===== src/rtl/core/i2c_master_bit_engine_macros.svh =====
// Assertion macros shared by the I2C master bit engine RTL.
`ifndef I2C_MASTER_BIT_ENGINE_MACROS_SVH
`define I2C_MASTER_BIT_ENGINE_MACROS_SVH

// Same-cycle implication, checked on every rising edge outside reset.
`define I2CMBE_ASSERT_NOW(label, clk_s, rst_s, ante, cons, msg) \
  label: assert property (@(posedge clk_s) disable iff (rst_s) (ante) |-> (cons)) \
    else $error(msg);

// Next-cycle implication, checked on every rising edge outside reset.
`define I2CMBE_ASSERT_NEXT(label, clk_s, rst_s, ante, cons, msg) \
  label: assert property (@(posedge clk_s) disable iff (rst_s) (ante) |=> (cons)) \
    else $error(msg);

`endif


===== src/rtl/core/i2cmbe_pkg.sv =====
// Types and constants of the I2C master bit engine.
package i2cmbe_pkg;

  // Sequence currently running on the bus.
  typedef enum logic [2:0] {
    KIND_IDLE  = 3'd0,
    KIND_START = 3'd1,
    KIND_SEND  = 3'd2,
    KIND_READ  = 3'd3,
    KIND_STOP  = 3'd4
  } kind_t;

  // Command codes carried in the input beat.
  localparam logic [2:0] CMD_NONE        = 3'd0;
  localparam logic [2:0] CMD_START_WRITE = 3'd1;
  localparam logic [2:0] CMD_START_READ  = 3'd2;
  localparam logic [2:0] CMD_WRITE_BYTE  = 3'd3;
  localparam logic [2:0] CMD_READ_BYTE   = 3'd4;
  localparam logic [2:0] CMD_STOP        = 3'd5;

  // Phase numbers within a start, stop or bit.
  localparam logic [1:0] PHASE_SETUP = 2'd0;
  localparam logic [1:0] PHASE_HIGH  = 2'd1;
  localparam logic [1:0] PHASE_LOW   = 2'd2;

  // Index of the last data bit of a byte; the following bit is the acknowledge.
  localparam logic [3:0] MSB_INDEX = 4'd7;

  localparam int          DIVIDER_WIDTH_DEFAULT = 16;
  localparam logic [15:0] PHASE_TICKS_RESET     = 16'd100;

  // Register byte addresses.
  localparam logic [2:0] ADDR_PHASE_TICKS = 3'd0;

  // Bus levels driven by the engine.
  typedef struct packed {
    logic scl;
    logic sda;
    logic drv;
  } levels_t;

endpackage


===== src/rtl/core/i2c_master_bit_engine.sv =====
// I2C master bit engine: command sequencer with stream ports and an APB register.
// The result beat for an input beat is registered and appears on the master side
// in the cycle after the input beat is accepted.
// Throughput: one input beat per clock while no result is held back by m_tready;
// each beat is one bus tick, a single registered pass through the sequencer logic.
// Reset (rst, synchronous, active high): bus idle with SCL and SDA driven high,
// no sequence running, phase_ticks back to 100 and no result beat pending.
module i2c_master_bit_engine #(
  parameter int DIVIDER_WIDTH = i2cmbe_pkg::DIVIDER_WIDTH_DEFAULT
) (
  input  logic        clk,
  input  logic        rst,
  // Input stream. s_tdata, from bit 0: cmd[2:0], target_address[9:3],
  // write_data[17:10], last_byte[18], sda_in[19], zero padding[23:20].
  input  logic        s_tvalid,
  output logic        s_tready,
  input  logic [23:0] s_tdata,
  // Result stream. m_tdata, from bit 0: scl_out[0], sda_out[1], sda_enable[2],
  // busy_res[3], done_res[4], ack_error[5], read_valid[6], read_data[14:7],
  // rejected[15].
  output logic        m_tvalid,
  input  logic        m_tready,
  output logic [15:0] m_tdata,
  // Configuration port.
  input  logic        psel,
  input  logic        penable,
  input  logic        pwrite,
  input  logic [2:0]  paddr,
  input  logic [31:0] pwdata,
  output logic [31:0] prdata,
  output logic        pready
);

  import i2cmbe_pkg::*;

  `include "i2c_master_bit_engine_macros.svh"

  localparam int LEN_BITS = (DIVIDER_WIDTH < 16) ? DIVIDER_WIDTH : 16;
  localparam int CMP_BITS = DIVIDER_WIDTH + 1;

  // ---------------------------------------------------------------------------
  // Configuration register. Only bit 2 of the address selects a register, so
  // byte offsets 0 to 3 all reach phase_ticks.
  // ---------------------------------------------------------------------------
  logic [15:0] phase_ticks;
  logic        cfg_write;

  assign pready    = 1'b1;
  assign cfg_write = psel && penable && pwrite && pready && (paddr[2] == ADDR_PHASE_TICKS[2]);
  assign prdata    = (paddr[2] == ADDR_PHASE_TICKS[2]) ? {16'b0, phase_ticks} : 32'b0;

  always_ff @(posedge clk) begin
    if (rst) begin
      phase_ticks <= PHASE_TICKS_RESET;
    end else if (cfg_write) begin
      phase_ticks <= pwdata[15:0];
    end
  end

  // ---------------------------------------------------------------------------
  // Sequencer state. Every accepted beat is one bus tick.
  // ---------------------------------------------------------------------------
  kind_t                    kind, kind_next;
  logic [1:0]               phase_index, phase_index_next;
  logic [3:0]               bit_index, bit_index_next;
  logic [7:0]               shift_byte, shift_byte_next;
  logic [DIVIDER_WIDTH-1:0] tick_count, tick_count_next;
  logic                     ack_level, ack_level_next;
  logic                     scl_level, scl_level_next;
  logic                     sda_level, sda_level_next;
  logic                     sda_drive, sda_drive_next;

  // Unpacked input beat.
  logic [2:0] cmd;
  logic [6:0] target_address;
  logic [7:0] write_data;
  logic       last_byte;
  logic       sda_in;

  assign cmd            = s_tdata[2:0];
  assign target_address = s_tdata[9:3];
  assign write_data     = s_tdata[17:10];
  assign last_byte      = s_tdata[18];
  assign sda_in         = s_tdata[19];

  // Phase length: the register cut to the divider width, with zero counting as one.
  logic [DIVIDER_WIDTH-1:0] len_masked;
  logic [DIVIDER_WIDTH-1:0] len_eff;
  logic                     phase_end;

  assign len_masked = DIVIDER_WIDTH'(phase_ticks[LEN_BITS-1:0]);
  assign len_eff    = (len_masked == '0) ? DIVIDER_WIDTH'(1) : len_masked;
  assign phase_end  = ({1'b0, tick_count} + CMP_BITS'(1)) >= {1'b0, len_eff};

  // A bit is driven by the master for data bits of a write and for the
  // acknowledge bit of a read; otherwise SDA is released.
  function automatic logic bit_is_sent(input kind_t k, input logic [3:0] b);
    logic sent;
    if (k == KIND_SEND) begin
      sent = (b <= MSB_INDEX);
    end else begin
      sent = (b > MSB_INDEX);
    end
    return sent;
  endfunction

  // Levels on entry to a phase, following the start, stop and bit waveforms.
  function automatic levels_t enter_phase(input kind_t k, input logic [1:0] p,
                                          input logic [3:0] b, input logic [7:0] sh,
                                          input logic ack, input levels_t cur);
    levels_t lv;
    lv = cur;
    unique case (k)
      KIND_START: begin
        if (p == PHASE_SETUP) begin
          lv.drv = 1'b1;
          lv.sda = 1'b1;
          lv.scl = 1'b1;
        end else if (p == PHASE_HIGH) begin
          lv.sda = 1'b0;
        end else begin
          lv.scl = 1'b0;
        end
      end
      KIND_STOP: begin
        if (p == PHASE_SETUP) begin
          lv.drv = 1'b1;
          lv.sda = 1'b0;
          lv.scl = 1'b0;
        end else if (p == PHASE_HIGH) begin
          lv.scl = 1'b1;
        end else begin
          lv.sda = 1'b1;
        end
      end
      KIND_SEND, KIND_READ: begin
        if (p == PHASE_SETUP) begin
          if (bit_is_sent(k, b)) begin
            lv.drv = 1'b1;
            lv.sda = (k == KIND_SEND) ? sh[7] : ack;
          end else begin
            lv.drv = 1'b0;
          end
        end else if (p == PHASE_HIGH) begin
          lv.scl = 1'b1;
        end else begin
          lv.scl = 1'b0;
        end
      end
      default: lv = cur;
    endcase
    return lv;
  endfunction

  // Result fields of the current tick.
  logic       busy_res;
  logic       done_res;
  logic       ack_error;
  logic       read_valid;
  logic [7:0] read_data;
  logic       rejected;
  logic       valid_cmd;
  levels_t    lv;

  assign busy_res  = (kind != KIND_IDLE);
  assign valid_cmd = (cmd == CMD_START_WRITE) || (cmd == CMD_START_READ) ||
                     (cmd == CMD_WRITE_BYTE) || (cmd == CMD_READ_BYTE) ||
                     (cmd == CMD_STOP);

  always_comb begin
    kind_next        = kind;
    phase_index_next = phase_index;
    bit_index_next   = bit_index;
    shift_byte_next  = shift_byte;
    tick_count_next  = tick_count;
    ack_level_next   = ack_level;
    lv               = '{scl: scl_level, sda: sda_level, drv: sda_drive};
    done_res         = 1'b0;
    ack_error        = 1'b0;
    read_valid       = 1'b0;
    read_data        = 8'd0;
    rejected         = 1'b0;

    if (busy_res) begin
      rejected = valid_cmd;
      if (!phase_end) begin
        tick_count_next = tick_count + DIVIDER_WIDTH'(1);
      end else begin
        tick_count_next = '0;
        // SDA is sampled at the end of the SCL-high phase of a bit the slave drives.
        if (phase_index == PHASE_HIGH && (kind == KIND_SEND || kind == KIND_READ) &&
            !bit_is_sent(kind, bit_index)) begin
          if (kind == KIND_READ) begin
            shift_byte_next = {shift_byte[6:0], sda_in};
          end else begin
            ack_level_next = sda_in;
          end
        end
        if (phase_index < PHASE_LOW) begin
          phase_index_next = phase_index + 2'd1;
          lv = enter_phase(kind, phase_index_next, bit_index, shift_byte_next,
                           ack_level_next, lv);
        end else if (kind == KIND_START) begin
          // The address byte follows the start condition directly.
          kind_next        = KIND_SEND;
          phase_index_next = PHASE_SETUP;
          bit_index_next   = 4'd0;
          lv = enter_phase(KIND_SEND, PHASE_SETUP, 4'd0, shift_byte_next,
                           ack_level_next, lv);
        end else if (kind == KIND_STOP) begin
          done_res         = 1'b1;
          kind_next        = KIND_IDLE;
          phase_index_next = PHASE_SETUP;
        end else begin
          if (kind == KIND_SEND && bit_index <= MSB_INDEX) begin
            shift_byte_next = {shift_byte_next[6:0], 1'b0};
          end
          if (bit_index <= MSB_INDEX) begin
            bit_index_next   = bit_index + 4'd1;
            phase_index_next = PHASE_SETUP;
            lv = enter_phase(kind, PHASE_SETUP, bit_index_next, shift_byte_next,
                             ack_level_next, lv);
          end else if (kind == KIND_SEND) begin
            if (ack_level_next) begin
              // Not acknowledged: flag it and release the bus with a stop.
              ack_error        = 1'b1;
              kind_next        = KIND_STOP;
              phase_index_next = PHASE_SETUP;
              bit_index_next   = 4'd0;
              lv = enter_phase(KIND_STOP, PHASE_SETUP, 4'd0, shift_byte_next,
                               ack_level_next, lv);
            end else begin
              done_res         = 1'b1;
              kind_next        = KIND_IDLE;
              phase_index_next = PHASE_SETUP;
              bit_index_next   = 4'd0;
            end
          end else begin
            done_res         = 1'b1;
            read_valid       = 1'b1;
            read_data        = shift_byte_next;
            kind_next        = KIND_IDLE;
            phase_index_next = PHASE_SETUP;
            bit_index_next   = 4'd0;
          end
        end
      end
    end else if (valid_cmd) begin
      kind_next        = KIND_IDLE;
      phase_index_next = PHASE_SETUP;
      bit_index_next   = 4'd0;
      tick_count_next  = '0;
      unique case (cmd)
        CMD_START_WRITE, CMD_START_READ: begin
          shift_byte_next = {target_address, (cmd == CMD_START_READ)};
          kind_next       = KIND_START;
        end
        CMD_WRITE_BYTE: begin
          shift_byte_next = write_data;
          kind_next       = KIND_SEND;
        end
        CMD_READ_BYTE: begin
          shift_byte_next = 8'd0;
          ack_level_next  = last_byte;
          kind_next       = KIND_READ;
        end
        default: begin
          kind_next = KIND_STOP;
        end
      endcase
      lv = enter_phase(kind_next, PHASE_SETUP, 4'd0, shift_byte_next, ack_level_next, lv);
    end

    scl_level_next = lv.scl;
    sda_level_next = lv.sda;
    sda_drive_next = lv.drv;
  end

  // ---------------------------------------------------------------------------
  // Handshake. The result register parts the two sides: a new beat is taken
  // whenever the register is empty or its beat leaves in this cycle.
  // ---------------------------------------------------------------------------
  logic accept;

  assign s_tready = !m_tvalid || m_tready;
  assign accept   = s_tvalid && s_tready;

  always_ff @(posedge clk) begin
    if (rst) begin
      kind        <= KIND_IDLE;
      phase_index <= PHASE_SETUP;
      bit_index   <= 4'd0;
      shift_byte  <= 8'd0;
      tick_count  <= '0;
      ack_level   <= 1'b0;
      scl_level   <= 1'b1;
      sda_level   <= 1'b1;
      sda_drive   <= 1'b1;
    end else if (accept) begin
      kind        <= kind_next;
      phase_index <= phase_index_next;
      bit_index   <= bit_index_next;
      shift_byte  <= shift_byte_next;
      tick_count  <= tick_count_next;
      ack_level   <= ack_level_next;
      scl_level   <= scl_level_next;
      sda_level   <= sda_level_next;
      sda_drive   <= sda_drive_next;
    end
  end

  // The result beat reports the levels held during the tick, not the next ones.
  always_ff @(posedge clk) begin
    if (rst) begin
      m_tvalid <= 1'b0;
    end else if (accept) begin
      m_tvalid <= 1'b1;
    end else if (m_tready) begin
      m_tvalid <= 1'b0;
    end
  end

  always_ff @(posedge clk) begin
    if (accept) begin
      m_tdata <= {rejected, read_data, read_valid, ack_error, done_res, busy_res,
                  sda_drive, sda_drive & sda_level, scl_level};
    end
  end

  // ---------------------------------------------------------------------------
  // Checks
  // ---------------------------------------------------------------------------
  `I2CMBE_ASSERT_NOW(a_phase_range, clk, rst, 1'b1, phase_index != 2'd3,
                     "phase index out of range")
  `I2CMBE_ASSERT_NOW(a_tick_bound, clk, rst, busy_res, tick_count < len_eff,
                     "tick counter ran past the phase length")
  `I2CMBE_ASSERT_NOW(a_done_excl, clk, rst, accept, !(done_res && ack_error),
                     "done and acknowledge error in the same tick")
  `I2CMBE_ASSERT_NEXT(a_stop_ends, clk, rst,
                      accept && kind == KIND_STOP && phase_end && phase_index == PHASE_LOW,
                      kind == KIND_IDLE && scl_level && sda_level && sda_drive,
                      "stop did not leave the bus idle")
endmodule

===== config.mk =====
export PLATFORM = sky130hd
export DESIGN_NAME = i2c_master_bit_engine
export DESIGN_NICKNAME = d
export VERILOG_FILES = /design/src/rtl/core/i2cmbe_pkg.sv /design/src/rtl/core/i2c_master_bit_engine.sv
export VERILOG_INCLUDE_DIRS = /design/src /design/src/rtl/core
export SDC_FILE = /design/constraint.sdc
export NUM_CORES = 1
export LEC_CHECK = 0
export ABC_CLOCK_PERIOD_IN_PS = 4600
export BUFFER_PORTS_ARGS = -buffer_cell sky130_fd_sc_hd__buf_2
export CAP_MARGIN = 20
export CORE_ASPECT_RATIO = 1.2
export CORE_UTILIZATION = 50
export CTS_CLUSTER_SIZE = 24
export DETAILED_ROUTE_END_ITERATION = 8
export PLACE_DENSITY_LB_ADDON = 0.15
export SKIP_CTS_REPAIR_TIMING = 1
export SYNTH_ARGS = -nofsm -noshare
export SYNTH_HDL_FRONTEND = slang
export SYNTH_SLANG_ARGS = --single-unit

===== constraint.sdc =====
create_clock -name clk -period 4.6 [get_ports clk]
set_input_delay 0.46 -clock clk [delete_from_list [all_inputs] [get_ports clk]]
set_output_delay 0.46 -clock clk [all_outputs]
set_load 0.05 [all_outputs]

==> reports/qor.csv <==
stage,metric,value,unit
routing,detailed-route DRC error count,0,
worst_setup_path,maximum fanout along the worst path,9,
synth,number of distinct library cells after synthesis,73,
synth,Async SR Flop Fraction,0,%
synth,Synth Area in Adders,6.742,%
synth,cell types with the largest area share after synthesis,"sky130_fd_sc_hd__dfxtp_1 (23%), sky130_fd_sc_hd__edfxtp_1 (10%), sky130_fd_sc_hd__ha_1 (6.3%)",
synth,"synthesized-area fraction occupied by ao, oa, aoi and oai cells",21.31,%
timing,worst slew margin relative to its limit,51.12,%
worst_setup_path,type of the setup path with the least slack,register to register,
cts,H-tree depth,3,
timing,worst setup skew after layout,6.458,ps
synth,largest family of logic cells by synthesized area,simple AND/OR/NAND/NOR gates,
final_layout,count of inserted antenna diode cells,0,
timing,final worst path period need,3842,ps
synth,Synth warnings,0,
cts,clk buf depth,2,
placed_design,routability congestion estimate,0.8824,
synth,mean cell area of the mapped netlist,8.107,µm²
pwr,peak supply drop,0.0002034,V
pwr,leak pwr,0.002218,µW
cts,clock tree from TritonCTS,yes,
placed_design,Placement Setup Slack,780.6,ps
routing,DR vias/cell,5.693,
timing,final setup fails,0,
timing,"Slew Viols, Final",0,
final_layout,Nets,734,
routing,overall via count from detail_route,4378,
routing,per-cell routed wire length,15.35,µm
synth,Main synth FF type,sky130_fd_sc_hd__dfxtp_1,
worst_setup_path,CP max-delay cell,sky130_fd_sc_hd__nor3_2,
worst_setup_path,stage delay of the slowest cell on the critical path,480,ps
timing,unrepaired setup endpoints after global routing,false,
timing,worst hold-check slack,340.0,ps
routing,wire length after detailed routing,11810,µm
job,# Max-Cap Violations,0,
synth,number of synthesized register bits,70,
synth,synthesized instance count,586,
min_path,hold crit path type,input port to register,
synth,post-synthesis instance area,0.004751,mm²
cts,clock root buffer,sky130_fd_sc_hd__clkbuf_8,
worst_setup_path,launching element type of the critical path,register,
cts,clk_lat worst skew,350,ps
worst_setup_path,critical path buffer and inverter count,1,
synth,synthesized-area fraction occupied by and/or/nand/nor cells,22.78,%
placed_design,PortBufs,77,
final_layout,share of post-route cells with drive strength above 1,19.57,%
floorplanning,die area,0.009897,mm²
routing,remaining antenna violation count,0,
synth,share of cell area taken by muxes after synthesis,5.267,%
grt,first-pass GRT wire length,19500,µm
worst_setup_path,endpoint arrival time on the critical path,4130,ps
timing,count of final hold-check violations,0,
routing,TritonRoute pass-1 iters,5,
placed_design,detailed-placement wirelength estimate,8592,µm
synth,xor and xnor area share after synthesis,2.581,%
final_layout,Filler Cells Inserted,916,
floorplanning,# rows,38,
floorplanning,vertical die dimension,108.8,µm
pwr,power density of the placed cells,299.3,mW/mm²
timing,maximum achievable frequency,260.3,MHz
routing,1st-iter DRT viols,261,
worst_setup_path,gate family responsible for the most delay along the worst path,simple AND/OR/NAND/NOR gates,
grt,total routing resource utilization after global routing,24.70,%
cts,clock transition at the register clock pins on the worst setup and hold paths after CTS,70,ps
synth,share of the yosys chip area belonging to registers,32.87,%
synth,area share of the largest cell type after synthesis,22.75,%
cts,TritonCTS Sinks,70,
grt,number of global-route vias before repair,4209,
timing,transition time at the pin with the least slew margin,732.2,ps
grt,initial antenna violation count,0,
synth,number of flops mapped to enable cells by yosys,16,
floorplanning,core area,0.009129,mm²
timing,worst setup slack after layout,758.0,ps
synth,Yosys top cell by area,sky130_fd_sc_hd__dfxtp_1,
worst_setup_path,required time at the worst-slack endpoint,4890,ps
grt,largest net degree at the start of global routing,51,
cts,number of buffers created by CTS,9,
grt,total overflow reported by the global router,0,
status,result of the run,"complete, no violations",
floorplanning,die outline width,90.99,µm
worst_setup_path,crit path capture type,register,
final_layout,area growth from synthesis to final layout,11.30,%
timing,setup TNS,0,ps
timing,Final period util,83.52,%
floorplanning,Starting Density,52.04,%
worst_setup_path,"Critical Path, Cell by Cell","ha_1, and3_1, nand4_1, and2_1, or2_2, ha_1, nand4_1, nor2_1, a41oi_1, o31ai_1, nor3_2, buf_4, o21ai_0, a21oi_1",
floorplanning,boundary pin count,117,
[final timing paths]
kind | to | from | slack, ps | depth (start not counted)
worst max-delay path | tick_count[6] | tick_count[0] | 760 | 14
worst min-delay path | len_masked[2] | pwdata[2] | 340 | 3
worst max register to register | tick_count[6] | tick_count[0] | 760 | 14
worst min register to register | m_tdata[0] | scl_level | 460 | 0
[cells in the mapped netlist, drive strengths merged, types with 9 or more instances]
master and n:
nor2 69, nand2 57, dfxtp 54, a21oi 37, o21ai 34, inv 30
buf 27, clkbuf 26, ha 24, nor3 22, a22oi 18, edfxtp 16
mux2i 16, nor2b 15, nand3 10, and2 9, xnor2 9
[state kept, by name, indices dropped and copies added (netlist names)]
signal and count:
sda_drive 1, m_tvalid 1, tick_count 16, bit_index 4
sda_level 1, kind 3, len_masked 16, phase_index 2
ack_level 1, m_tdata 16, shift_byte 8, scl_level 1
[power by group]
part | switching [µW] | leakage (µW) | internal [µW]
Clock | 229 | 0.0000844 | 210
Sequential | 44.8 | 0.000593 | 670
Combinational | 291 | 0.00154 | 139
[cells in the final DEF (no fill, tap or decap), types with 8 or more instances in the layout]
cell type and n:
sky130_fd_sc_hd__clkbuf_8 10, sky130_fd_sc_hd__mux2i_1 16, sky130_fd_sc_hd__a22oi_1 18, sky130_fd_sc_hd__nand2_1 56, sky130_fd_sc_hd__and2_1 9, sky130_fd_sc_hd__nor3_1 19, sky130_fd_sc_hd__dfxtp_1 54, sky130_fd_sc_hd__o21ai_0 33
sky130_fd_sc_hd__ha_1 24, sky130_fd_sc_hd__buf_2 77, sky130_fd_sc_hd__a21oi_1 37, sky130_fd_sc_hd__nor2_1 69, sky130_fd_sc_hd__nand3_1 10, sky130_fd_sc_hd__inv_1 29, sky130_fd_sc_hd__conb_1 17, sky130_fd_sc_hd__xnor2_1 9
sky130_fd_sc_hd__edfxtp_1 16, sky130_fd_sc_hd__buf_4 8, sky130_fd_sc_hd__nor2b_1 15, sky130_fd_sc_hd__mux2_2 8
[logic make-up after synthesis]
group                    count (synthesis)
flip-flops                              70
AO/OA/AOI/OAI                          146
AND/OR/NAND/NOR                        220
buffers and inverters                   84
multiplexers                            24
XOR/XNOR                                14
adder cells (fa/ha/maj)                 26
other                                    2
[worst min-delay path, cell delays in order]
cell and delay, ps:
sky130_fd_sc_hd__buf_2 80, sky130_fd_sc_hd__nand2_1 40, sky130_fd_sc_hd__o211ai_1 80
[metal layers]
layer / GRT usage, % / share of wire (%) / vias to the layer above
li1: - / - / 2188
met1: 27.75 / 41 / 2034
met2: 44.97 / 51 / 126
met3: 2.999 / 3.9 / 30
met4: 14.85 / 3.5 / 0
met5: 0 / 0 / -
[metrics by stage]
| step | util, % | cell area [µm²] | power, µW | instances |
|---|---|---|---|---|
| CTS | 57.92 | 5288 | 1592 | 769 |
| global route | 57.92 | 5288 | 1663 | 769 |
| detailed placement | 56.14 | 5125 | 1153 | 753 |
| global placement | 56.14 | 5125 | 1147 | 753 |
| finish | 57.92 | 5288 | 1583 | 769 |
| floorplan | - | 4807 | 1055 | 601 |
[layout make-up]
type,instances,area [µm²],share of cell area [%]
multi-input cells,447,2851,53.93
clock buffers,14,152.6,2.887
clock inverters,2,10.01,0.1893
well taps,120,150.1,2.840
repair buffers,85,445.4,8.424
flip-flops and latches,70,1562,29.53
inverters,31,116.4,2.201
(Power assumes the default switching activity.)
